<file path="src/mm2_pkg.sv">
// Shared constants, types and helpers for the MurmurHash2 64A hash unit.
package mm2_pkg;

    localparam logic [63:0] MIX_MUL    = 64'hc6a4a7935bd1e995;
    localparam logic [31:0] MIX_MUL_LO = MIX_MUL[31:0];
    localparam logic [31:0] MIX_MUL_HI = MIX_MUL[63:32];
    localparam int unsigned MIX_SHIFT  = 47;

    localparam int unsigned ADDR_W        = 4;
    localparam logic [ADDR_W-1:0] CFG_ADDR_SEED = 4'h0;

    localparam logic [3:0] FULL_BYTES = 4'd8;

    typedef struct packed {
        logic        start;
        logic [63:0] operand;
    } mm2_mul_req_t;

    typedef struct packed {
        logic        done;
        logic [63:0] result;
    } mm2_mul_rsp_t;

    function automatic logic [63:0] xorshift(input logic [63:0] v);
        xorshift = v ^ (v >> MIX_SHIFT);
    endfunction

    function automatic logic [63:0] tail_mask(input logic [3:0] nbytes);
        logic [6:0] bits;
        bits = {nbytes[2:0], 3'b000} + 7'd0;
        tail_mask = (64'h1 << bits) - 64'h1;
    endfunction

endpackage

</file>
<file path="src/mm2_mul.sv">
// Shared multiply-by-constant unit: 64-bit product mod 2^64 from one 32x32 multiplier.
module mm2_mul (
    input  logic                 clk,
    input  logic                 rst_n,
    input  mm2_pkg::mm2_mul_req_t req,
    output mm2_pkg::mm2_mul_rsp_t rsp
);
    import mm2_pkg::*;

    logic        busy_reg, busy_next;
    logic [1:0]  step_reg, step_next;
    logic        done_reg, done_next;
    logic [63:0] op_reg, op_next;
    logic [63:0] prod_reg, prod_next;
    logic [63:0] acc_reg, acc_next;
    logic [31:0] mul_a, mul_b;

    always_comb
    begin
        case (step_reg)
            2'd0:    begin mul_a = op_reg[31:0];  mul_b = MIX_MUL_LO; end
            2'd1:    begin mul_a = op_reg[63:32]; mul_b = MIX_MUL_LO; end
            2'd2:    begin mul_a = op_reg[31:0];  mul_b = MIX_MUL_HI; end
            default: begin mul_a = 32'd0;         mul_b = 32'd0;      end
        endcase
    end

    assign prod_next = {32'd0, mul_a} * {32'd0, mul_b};

    always_comb
    begin
        busy_next = busy_reg;
        step_next = step_reg;
        done_next = 1'b0;
        op_next   = op_reg;
        acc_next  = acc_reg;
        if (busy_reg)
        begin
            step_next = step_reg + 2'd1;
            case (step_reg)
                2'd0:    acc_next = acc_reg;
                2'd1:    acc_next = prod_reg;
                2'd2:    acc_next = acc_reg + {prod_reg[31:0], 32'd0};
                default:
                begin
                    acc_next  = acc_reg + {prod_reg[31:0], 32'd0};
                    busy_next = 1'b0;
                    done_next = 1'b1;
                end
            endcase
        end
        else if (req.start)
        begin
            busy_next = 1'b1;
            step_next = 2'd0;
            op_next   = req.operand;
        end
    end

    always_ff @(posedge clk or negedge rst_n)
    begin
        if (!rst_n)
        begin
            busy_reg <= 1'b0;
            step_reg <= 2'd0;
            done_reg <= 1'b0;
        end
        else
        begin
            busy_reg <= busy_next;
            step_reg <= step_next;
            done_reg <= done_next;
        end
    end

    always_ff @(posedge clk)
    begin
        op_reg   <= op_next;
        prod_reg <= prod_next;
        acc_reg  <= acc_next;
    end

    assign rsp.done   = done_reg;
    assign rsp.result = acc_reg;

    a_no_start_busy: assert property (@(posedge clk) disable iff (!rst_n)
        req.start |-> !busy_reg || done_reg)
        else $error("multiplier started while busy");

    a_done_after_last_step: assert property (@(posedge clk) disable iff (!rst_n)
        (busy_reg && step_reg == 2'd3) |=> done_reg && !busy_reg)
        else $error("multiplier did not finish after last step");

    a_done_pulse: assert property (@(posedge clk) disable iff (!rst_n)
        done_reg |=> !done_reg)
        else $error("done held longer than one cycle");

endmodule

</file>
<file path="src/murmur2_64bit_hash_unit.sv">
// Top level: MurmurHash2 64A streaming hash unit with sequencer and APB seed register.
// Computes the 64-bit MurmurHash2 (64A) of a message fed as little-endian 8-byte chunks;
// the first chunk's message_length starts the hash, the chunk marked last closes it and
// produces one hash_value. Every 64-bit multiply runs on one shared 32x32 multiplier in
// four steps. A middle chunk takes three multiplies, the first chunk of a message one more
// (length multiply), and a full last chunk one more for the avalanche, plus the output
// step; a partial last chunk takes two multiplies (tail and avalanche), an empty one only
// the avalanche. in_ready is high only while the sequencer is idle; a finished hash
// waits in the output register and does not block input.
module murmur2_64bit_hash_unit (
    input  logic                       clk,
    input  logic                       rst_n,
    input  logic                       psel,
    input  logic                       penable,
    input  logic                       pwrite,
    input  logic [mm2_pkg::ADDR_W-1:0] paddr,
    input  logic [63:0]                pwdata,
    output logic [63:0]                prdata,
    output logic                       pready,
    input  logic                       in_valid,
    output logic                       in_ready,
    input  logic [63:0]                chunk,
    input  logic [3:0]                 valid_bytes,
    input  logic                       last,
    input  logic [30:0]                message_length,
    output logic                       out_valid,
    input  logic                       out_ready,
    output logic [63:0]                hash_value
);
    import mm2_pkg::*;

    typedef enum logic [8:0] {
        S_IDLE  = 9'b000000001,
        S_LEN   = 9'b000000010,
        S_ROUTE = 9'b000000100,
        S_K1    = 9'b000001000,
        S_K2    = 9'b000010000,
        S_BH    = 9'b000100000,
        S_HT    = 9'b001000000,
        S_AV    = 9'b010000000,
        S_FIN   = 9'b100000000
    } state_t;

    state_t       state_reg, state_next;
    logic         open_reg, open_next;
    logic         out_valid_reg, out_valid_next;
    logic [63:0]  hash_reg, hash_next;
    logic [63:0]  seed_reg, seed_next;
    logic [63:0]  h_reg, h_next;
    logic [63:0]  chunk_reg, chunk_next;
    logic [3:0]   vb_reg, vb_next;
    logic         last_reg, last_next;
    logic         in_fire;
    logic         cfg_write;
    logic         out_free;
    mm2_mul_req_t mul_req;
    mm2_mul_rsp_t mul_rsp;

    mm2_mul u_mul (
        .clk   (clk),
        .rst_n (rst_n),
        .req   (mul_req),
        .rsp   (mul_rsp)
    );

    assign pready    = 1'b1;
    assign cfg_write = psel && penable && pwrite && pready;
    assign prdata    = (paddr == CFG_ADDR_SEED) ? seed_reg : 64'd0;
    assign seed_next = (cfg_write && paddr == CFG_ADDR_SEED) ? pwdata : seed_reg;

    assign in_ready  = (state_reg == S_IDLE);
    assign in_fire   = in_valid && in_ready;
    assign out_free  = !out_valid_reg || out_ready;
    assign out_valid = out_valid_reg;
    assign hash_value = hash_reg;

    always_comb
    begin
        state_next     = state_reg;
        open_next      = open_reg;
        out_valid_next = out_valid_reg && !out_ready;
        hash_next      = hash_reg;
        h_next         = h_reg;
        chunk_next     = chunk_reg;
        vb_next        = vb_reg;
        last_next      = last_reg;
        mul_req.start   = 1'b0;
        mul_req.operand = 64'd0;

        case (state_reg)
            S_IDLE:
            begin
                if (in_fire)
                begin
                    chunk_next = chunk;
                    vb_next    = (valid_bytes > FULL_BYTES) ? FULL_BYTES : valid_bytes;
                    last_next  = last;
                    if (!open_reg)
                    begin
                        open_next       = 1'b1;
                        mul_req.start   = 1'b1;
                        mul_req.operand = {33'd0, message_length};
                        state_next      = S_LEN;
                    end
                    else
                    begin
                        state_next = S_ROUTE;
                    end
                end
            end
            S_LEN:
            begin
                if (mul_rsp.done)
                begin
                    h_next     = seed_reg ^ mul_rsp.result;
                    state_next = S_ROUTE;
                end
            end
            S_ROUTE:
            begin
                mul_req.start = 1'b1;
                if (!last_reg || vb_reg == FULL_BYTES)
                begin
                    mul_req.operand = chunk_reg;
                    state_next      = S_K1;
                end
                else if (vb_reg != 4'd0)
                begin
                    mul_req.operand = h_reg ^ (chunk_reg & tail_mask(vb_reg));
                    state_next      = S_HT;
                end
                else
                begin
                    mul_req.operand = xorshift(h_reg);
                    state_next      = S_AV;
                end
            end
            S_K1:
            begin
                if (mul_rsp.done)
                begin
                    mul_req.start   = 1'b1;
                    mul_req.operand = xorshift(mul_rsp.result);
                    state_next      = S_K2;
                end
            end
            S_K2:
            begin
                if (mul_rsp.done)
                begin
                    mul_req.start   = 1'b1;
                    mul_req.operand = h_reg ^ mul_rsp.result;
                    state_next      = S_BH;
                end
            end
            S_BH:
            begin
                if (mul_rsp.done)
                begin
                    h_next = mul_rsp.result;
                    if (last_reg)
                    begin
                        mul_req.start   = 1'b1;
                        mul_req.operand = xorshift(mul_rsp.result);
                        state_next      = S_AV;
                    end
                    else
                    begin
                        state_next = S_IDLE;
                    end
                end
            end
            S_HT:
            begin
                if (mul_rsp.done)
                begin
                    mul_req.start   = 1'b1;
                    mul_req.operand = xorshift(mul_rsp.result);
                    state_next      = S_AV;
                end
            end
            S_AV:
            begin
                if (mul_rsp.done)
                begin
                    h_next     = mul_rsp.result;
                    state_next = S_FIN;
                end
            end
            S_FIN:
            begin
                if (out_free)
                begin
                    h_next         = xorshift(h_reg);
                    hash_next      = xorshift(h_reg);
                    out_valid_next = 1'b1;
                    open_next      = 1'b0;
                    state_next     = S_IDLE;
                end
            end
            default:
            begin
                state_next = S_IDLE;
            end
        endcase
    end

    always_ff @(posedge clk or negedge rst_n)
    begin
        if (!rst_n)
        begin
            state_reg     <= S_IDLE;
            open_reg      <= 1'b0;
            out_valid_reg <= 1'b0;
            seed_reg      <= 64'd0;
            h_reg         <= 64'd0;
        end
        else
        begin
            state_reg     <= state_next;
            open_reg      <= open_next;
            out_valid_reg <= out_valid_next;
            seed_reg      <= seed_next;
            h_reg         <= h_next;
        end
    end

    always_ff @(posedge clk)
    begin
        hash_reg  <= hash_next;
        chunk_reg <= chunk_next;
        vb_reg    <= vb_next;
        last_reg  <= last_next;
    end

    a_first_chunk_seeds: assert property (@(posedge clk) disable iff (!rst_n)
        (in_fire && !open_reg) |=> state_reg == S_LEN && open_reg)
        else $error("first chunk did not start length multiply");

    a_done_while_waiting: assert property (@(posedge clk) disable iff (!rst_n)
        mul_rsp.done |-> (state_reg == S_LEN || state_reg == S_K1 || state_reg == S_K2 ||
                          state_reg == S_BH || state_reg == S_HT || state_reg == S_AV))
        else $error("multiplier result arrived with no one waiting");

    a_finish_delivers: assert property (@(posedge clk) disable iff (!rst_n)
        (state_reg == S_FIN && out_free) |=> out_valid_reg && !open_reg && state_reg == S_IDLE)
        else $error("finished hash not loaded into output register");

    a_fin_only_last: assert property (@(posedge clk) disable iff (!rst_n)
        (state_reg == S_FIN) |-> last_reg)
        else $error("finish reached on a non-last chunk");

endmodule

</file>
<file path="config.mk">
export PLATFORM = sky130hd
export DESIGN_NAME = murmur2_64bit_hash_unit
export DESIGN_NICKNAME = d
export VERILOG_FILES = /design/src/mm2_pkg.sv /design/src/mm2_mul.sv /design/src/murmur2_64bit_hash_unit.sv
export SDC_FILE = /design/constraint.sdc
export NUM_CORES = 2
export LEC_CHECK = 0
export BUFFER_PORTS_ARGS = -buffer_cell sky130_fd_sc_hd__buf_2
export CAP_MARGIN = 20
export CORE_AREA = 2 2 295 297
export DETAILED_ROUTE_END_ITERATION = 8
export DIE_AREA = 0 0 297 299
export GPL_TIMING_DRIVEN = 0
export PLACE_DENSITY = 0.78
export SLEW_MARGIN = 20
export SYNTH_ARGS = -nofsm -noshare
export SYNTH_HDL_FRONTEND = slang
export SYNTH_SLANG_ARGS = --single-unit
</file>
<file path="constraint.sdc">
create_clock -name clk -period 21.3 [get_ports clk]
set_input_delay 3.195 -clock clk [delete_from_list [all_inputs] [get_ports clk]]
set_output_delay 3.195 -clock clk [all_outputs]
set_load 0.005 [all_outputs]
</file>
# Word level (Yosys, flattened, before mapping)
# Index checks and enable logic that the tools add are counted.
dict set report word_totals {
  ff_bits 468
  input_bits 175
  output_inout_bits 131
  elab_cells 120
}
dict set report classes {
  add_sub_neg 3
  n_mul 1
  magnitude_cmp 1
  n_eq_ne 21
  shift 1
  n_mux 42
  bitwise_logic 8
  reduce_logical 28
}
# op count
set op_table {}
lappend op_table {{$mux W65} 6}
lappend op_table {{$mux W64} 6}
lappend op_table {{$pmux W65 S5} 1}
lappend op_table {{$pmux W64 S3} 1}
lappend op_table {{$xor A64 B64 Y64} 3}
lappend op_table {{$pmux W32 S2} 2}
lappend op_table {{$pmux W64 S2} 1}
lappend op_table {{$xor A64 B17 Y64} 2}
lappend op_table {{$pmux W9 S9} 1}
lappend op_table {{$mux W9} 8}
lappend op_table {{$add A64 B64 Y64} 1}
lappend op_table {{$and A64 B64 Y64} 1}
lappend op_table {{$mul A32 B32 Y64} 1}
lappend op_table {{$shl A1 B6 Y64 const A} 1}
lappend op_table {{$sub A64 B1 Y64 const B} 1}
lappend op_table {{$mux W8} 3}
lappend op_table {{$ne A2 B1 Y1 const B} 8}
lappend op_table {{$eq A9 B1 Y1 const B} 1}
lappend op_table {{$eq A9 B2 Y1 const B} 1}
lappend op_table {{$eq A9 B3 Y1 const B} 1}
lappend op_table {{$eq A9 B4 Y1 const B} 1}
lappend op_table {{$eq A9 B5 Y1 const B} 1}
lappend op_table {{$eq A9 B6 Y1 const B} 1}
lappend op_table {{$eq A9 B7 Y1 const B} 1}
lappend op_table {{other kinds (27)} 51}

# Depth between registers and ports, before layout
dict set report depth {
  ltp_word 9
  depth_mapped 34
}

# Hierarchy
# From an unflattened synthesis, not the netlist that was laid out.
dict set report hier_totals {
  hier_cells 4604
  hier_area_um2 47279.1
}
# mod instances cells_each area_per_inst_um2
set modules_own_cells {}
lappend modules_own_cells {mm2_mul 1 3110 32442.4}
lappend modules_own_cells {murmur2_64bit_hash_unit 1 1494 14836.7}

# Worst setup path after synthesis
# OpenSTA, ideal clock, no wires.
dict set report synth_path {
  kind {reg-to-reg}
  startpoint {register u_mul.step_reg[0]}
  endpoint {register u_mul.prod_reg[47]}
  setup_ps 122
  arrival_time_ps 8599
  t_required_ps 21178
  slack_ps 12580
  path_stages_with_launch 28
  n_path_buf 2
  period_less_slack_ps 8720
  cell_sequence {dfrtp_1 inv_1 clkbuf_1 buf_1 ha_1 nor2_1 nor3_1 o21ai_0 ha_1 or2_2 fa_1 fa_1 fa_1 fa_1 fa_1 fa_1 inv_1 fa_1 inv_1 ha_1 and3_1 and4_4 a221o_1 nor3_1 a21bo_4 a41o_1 a211o_1 xor2_1}
}
dict set report synth_between {
  elab_chain_cells 4
  elab_cells_between_ends 8
  cone_classes {1 x mul; 2 x eq/ne; 2 x mux; 3 x reduce/logical}
}
# element line
set synth_rtl {}
lappend synth_rtl {{start, declared} mm2_mul.sv:11} ;# logic [1:0] step_reg, step_next;
lappend synth_rtl {{start signal, assigned} mm2_mul.sv:71} ;# step_reg <= step_next;
lappend synth_rtl {{$eq A2 B2 Y1, or another cell as far along} mm2_mul.sv:20} ;# case (step_reg)
lappend synth_rtl {{$reduce_or A2 Y1 (no source line)} --}
lappend synth_rtl {{$pmux W32 S2} mm2_mul.sv:20}
lappend synth_rtl {{$mul A32 B32 Y64 (*)} mm2_mul.sv:28} ;# assign prod_next = {32'd0, mul_a} * {32'd0, mul_b};
lappend synth_rtl {{net u_mul.prod_next[47]} mm2_mul.sv:14} ;# logic [63:0] prod_reg, prod_next;
lappend synth_rtl {{end signal, assigned} mm2_mul.sv:79} ;# prod_reg <= prod_next;
lappend synth_rtl {{end, declared} mm2_mul.sv:14}
# Mark *: on every way through the listed nets, which the timed path passes. The rest lies on a longest branch.
# A chain may end at the register's enable or synchronous reset.

# Final worst setup path
dict set report layout_path {
  startpoint {register u_mul.step_reg[0]}
  endpoint {register u_mul.prod_reg[56]}
}
# The elaborated chain is that of the path after synthesis.

==> impl_metrics.tcl <==
set metrics [dict create \
    ys_seq_area_share_pct 27.2 \
    chipWidth_um 297 \
    path_buf_inv 11 \
    path_delay_family "adder cells" \
    synth_edf_count 261 \
    drive_above_1_share_pct 11.5 \
    post-route-period-util_pct 57.4 \
    cap_violations 0 \
    core.rowCount 108 \
    clk_pin_slew_worst_paths_ns 0.06 \
    critPathKind "register to register" \
    slew_headroom_pct 23.2 \
    start_util_pct 54.3 \
    antenna_found_initial 6 \
    ant_nets 0 \
    ys.flop_type "edfxtp_1" \
    worstMarginPinSlew_ns 1.15 \
    fin_setup_tns_ns 0 \
    h-tree-depth 2 \
    die_area_um2 88800 \
    cts_tree "done" \
    cpMaxStageDelayCell "buf_1" \
    grt_pass1_vias 37185 \
    setup_viol 0 \
    ys_warn_count 0 \
    ctsHoldBuffers 0 \
    nets 6118 \
    drt_iter0_drc 4430 \
    status "finished with violations" \
    synth_top_area_cell "fa_1" \
    cp_max_fo 12 \
    cts-root-buf "clkbuf_16" \
    drt_wl_total_um 157000 \
    start_kind "register" \
    syn_nets 5744 \
    hold_class "register to register" \
    grt_use_total_pct 35.6 \
    cpMostUsedCell "fa_1" \
    core-area_um2 85900 \
    remaining_drc_errors 6 \
    ctsLongestPathBuffers 3 \
    cts_sinks 468 \
    drtPass1Iterations 9 \
    place_ws_ns 9.44 \
    setup_ws_ns 9.07 \
    gr-total-overflow 0 \
    clock_latency_ns 0.62 \
    syn_avg_cell_area_um2 10.4 \
    ys_types 90 \
    die_h_um 299 \
    finalMaxSlewViolations 0 \
    synthCells 4499 \
    hold_violations 0 \
    ys_ff_latch 468 \
    post-dp-hpwl_um 130000 \
    worst_path_largest_cell_delay_ns 0.78 \
    ctsResizeCount 0 \
    grt_pass1_wl_um 233000 \
    wire_per_inst_um 25.8 \
    violations "DRC" \
    num_vias 36674 \
    max_freq_mhz 81.8 \
    synth_area_leaders "fa_1 (28%), edfxtp_1 (17%), ha_1 (11%)" \
    cts_buffers 47 \
    crit_path_end_kind "register" \
    async_flop_share_pct 30.6 \
    clock-skew-final_ns 0.0482 \
    worstPathArrival_ns 12.70 \
    ios 306 \
    area_growth_pct 10.7 \
    via_per_inst 6.04 \
    port-buffer-count 304 \
    post-cts-setup-buffer-count 0 \
    rsz0062_at_grt "false" \
    grt_max_degree 78 \
    yosysTopAreaCellShare_pct 28.2 \
    finalCriticalPeriod_ns 12.23 \
    syn-cell-area_um2 46600 \
    gp_congestion 1.03 \
    cp.required_ns 21.77 \
]
==> through the flow <==
stage / std cells / utilization [%] / cell area, µm² / hold WS, ns
after detailed placement: 5979 / 58.3 / 50100 / 0.434
final: 6071 / 60.1 / 51600 / 0.454
after global placement: 5958 / 57.7 / 49600 / 0.425
after floorplan: 4499 / - / 46600 / 0.423
after CTS: 6066 / 60.1 / 51600 / 0.450
after global routing: 6066 / 60.1 / 51600 / 0.460
==> layout by cell type, fill, tap and decap left out, types with 57 or more instances in the layout <==
master	netlist	routed
xor2_1	74	74
nor2_1	242	216
inv_1	798	797
edfxtp_1	261	261
dfrtp_1	142	142
dfxtp_1	64	64
a21oi_1	242	241
o21ai_0	280	280
a22oi_1	61	61
mux2_2	73	73
fa_1	657	657
clkbuf_1	132	143
xnor2_1	69	69
ha_1	413	413
nand2_1	316	316
a21o_1	57	57
buf_2	18	321
and2_1	114	113
==> layer usage <==
layer  part of all wire, %  wire, µm  GRT usage (%)
met4                   6.9     10700           20.4
met3                    11     17600           7.95
met5                 0.024        37              0
met1                    37     58000           46.2
met2                    45     70500           55.4
==> path summary, 6_finish.rpt <==
kind / startpoint / slack [ns] / depth (start not counted) / to
worst max-delay path: u_mul.step_reg[0] / 9.07 / 31 / u_mul.prod_reg[56]
worst min-delay path: h_reg[54] / 0.45 / 0 / hash_value[54]
worst max register to register: u_mul.step_reg[0] / 9.07 / 31 / u_mul.prod_reg[56]
worst min register to register: h_reg[54] / 0.45 / 0 / hash_value[54]
max in group asynchronous: rst_n / 17.91 / 2 / h_reg[41]
min in group asynchronous: rst_n / 2.52 / 1 / out_valid
==> final cells by class <==
type / count / area (µm²)
diodes: 5 / 12.5
plain buffers: 167 / 711
clock buffers: 69 / 1390
clock inverters: 18 / 149
fillers: 7198 / 34300
inverters: 798 / 3000
multi-input cells: 3066 / 30300
flip-flops and latches: 468 / 12700
well taps: 1155 / 1450
repair buffers: 325 / 1890
==> cells by family after synthesis <==
family	count (synthesis)	synth area share [%]
adder cells (fa/ha/maj)	1070	39.3
buffers and inverters	965	7.94
AO/OA/AOI/OAI	930	12.5
AND/OR/NAND/NOR	839	8.34
flip-flops	468	27.2
XOR/XNOR	143	2.69
multiplexers	83	1.98
other	1	0.00804
==> cells in the mapped netlist (all sizes together) (9+ instances only) <==
cell type / n
xor2: 74
mux2i: 10
dfrtp: 142
ha: 413
nand4: 14
nor3b: 20
a31oi: 28
nand2: 318
nor3: 14
a21o: 58
nor2: 243
and2: 114
buf: 35
fa: 657
o211a: 9
o21ai: 314
inv: 798
a222oi: 16
dfxtp: 64
and3: 21
nor2b: 20
a211oi: 13
a22oi: 61
o211ai: 22
xnor2: 69
o21bai: 23
nand3: 24
edfxtp: 261
a221oi: 32
clkbuf: 132
o221ai: 21
o21a: 13
o22ai: 13
mux2: 73
nand2b: 17
a21oi: 243
Power is left out: the tool's default activity adds up to more than one toggle a clock period on the data nets, which glitch-free logic cannot reach.
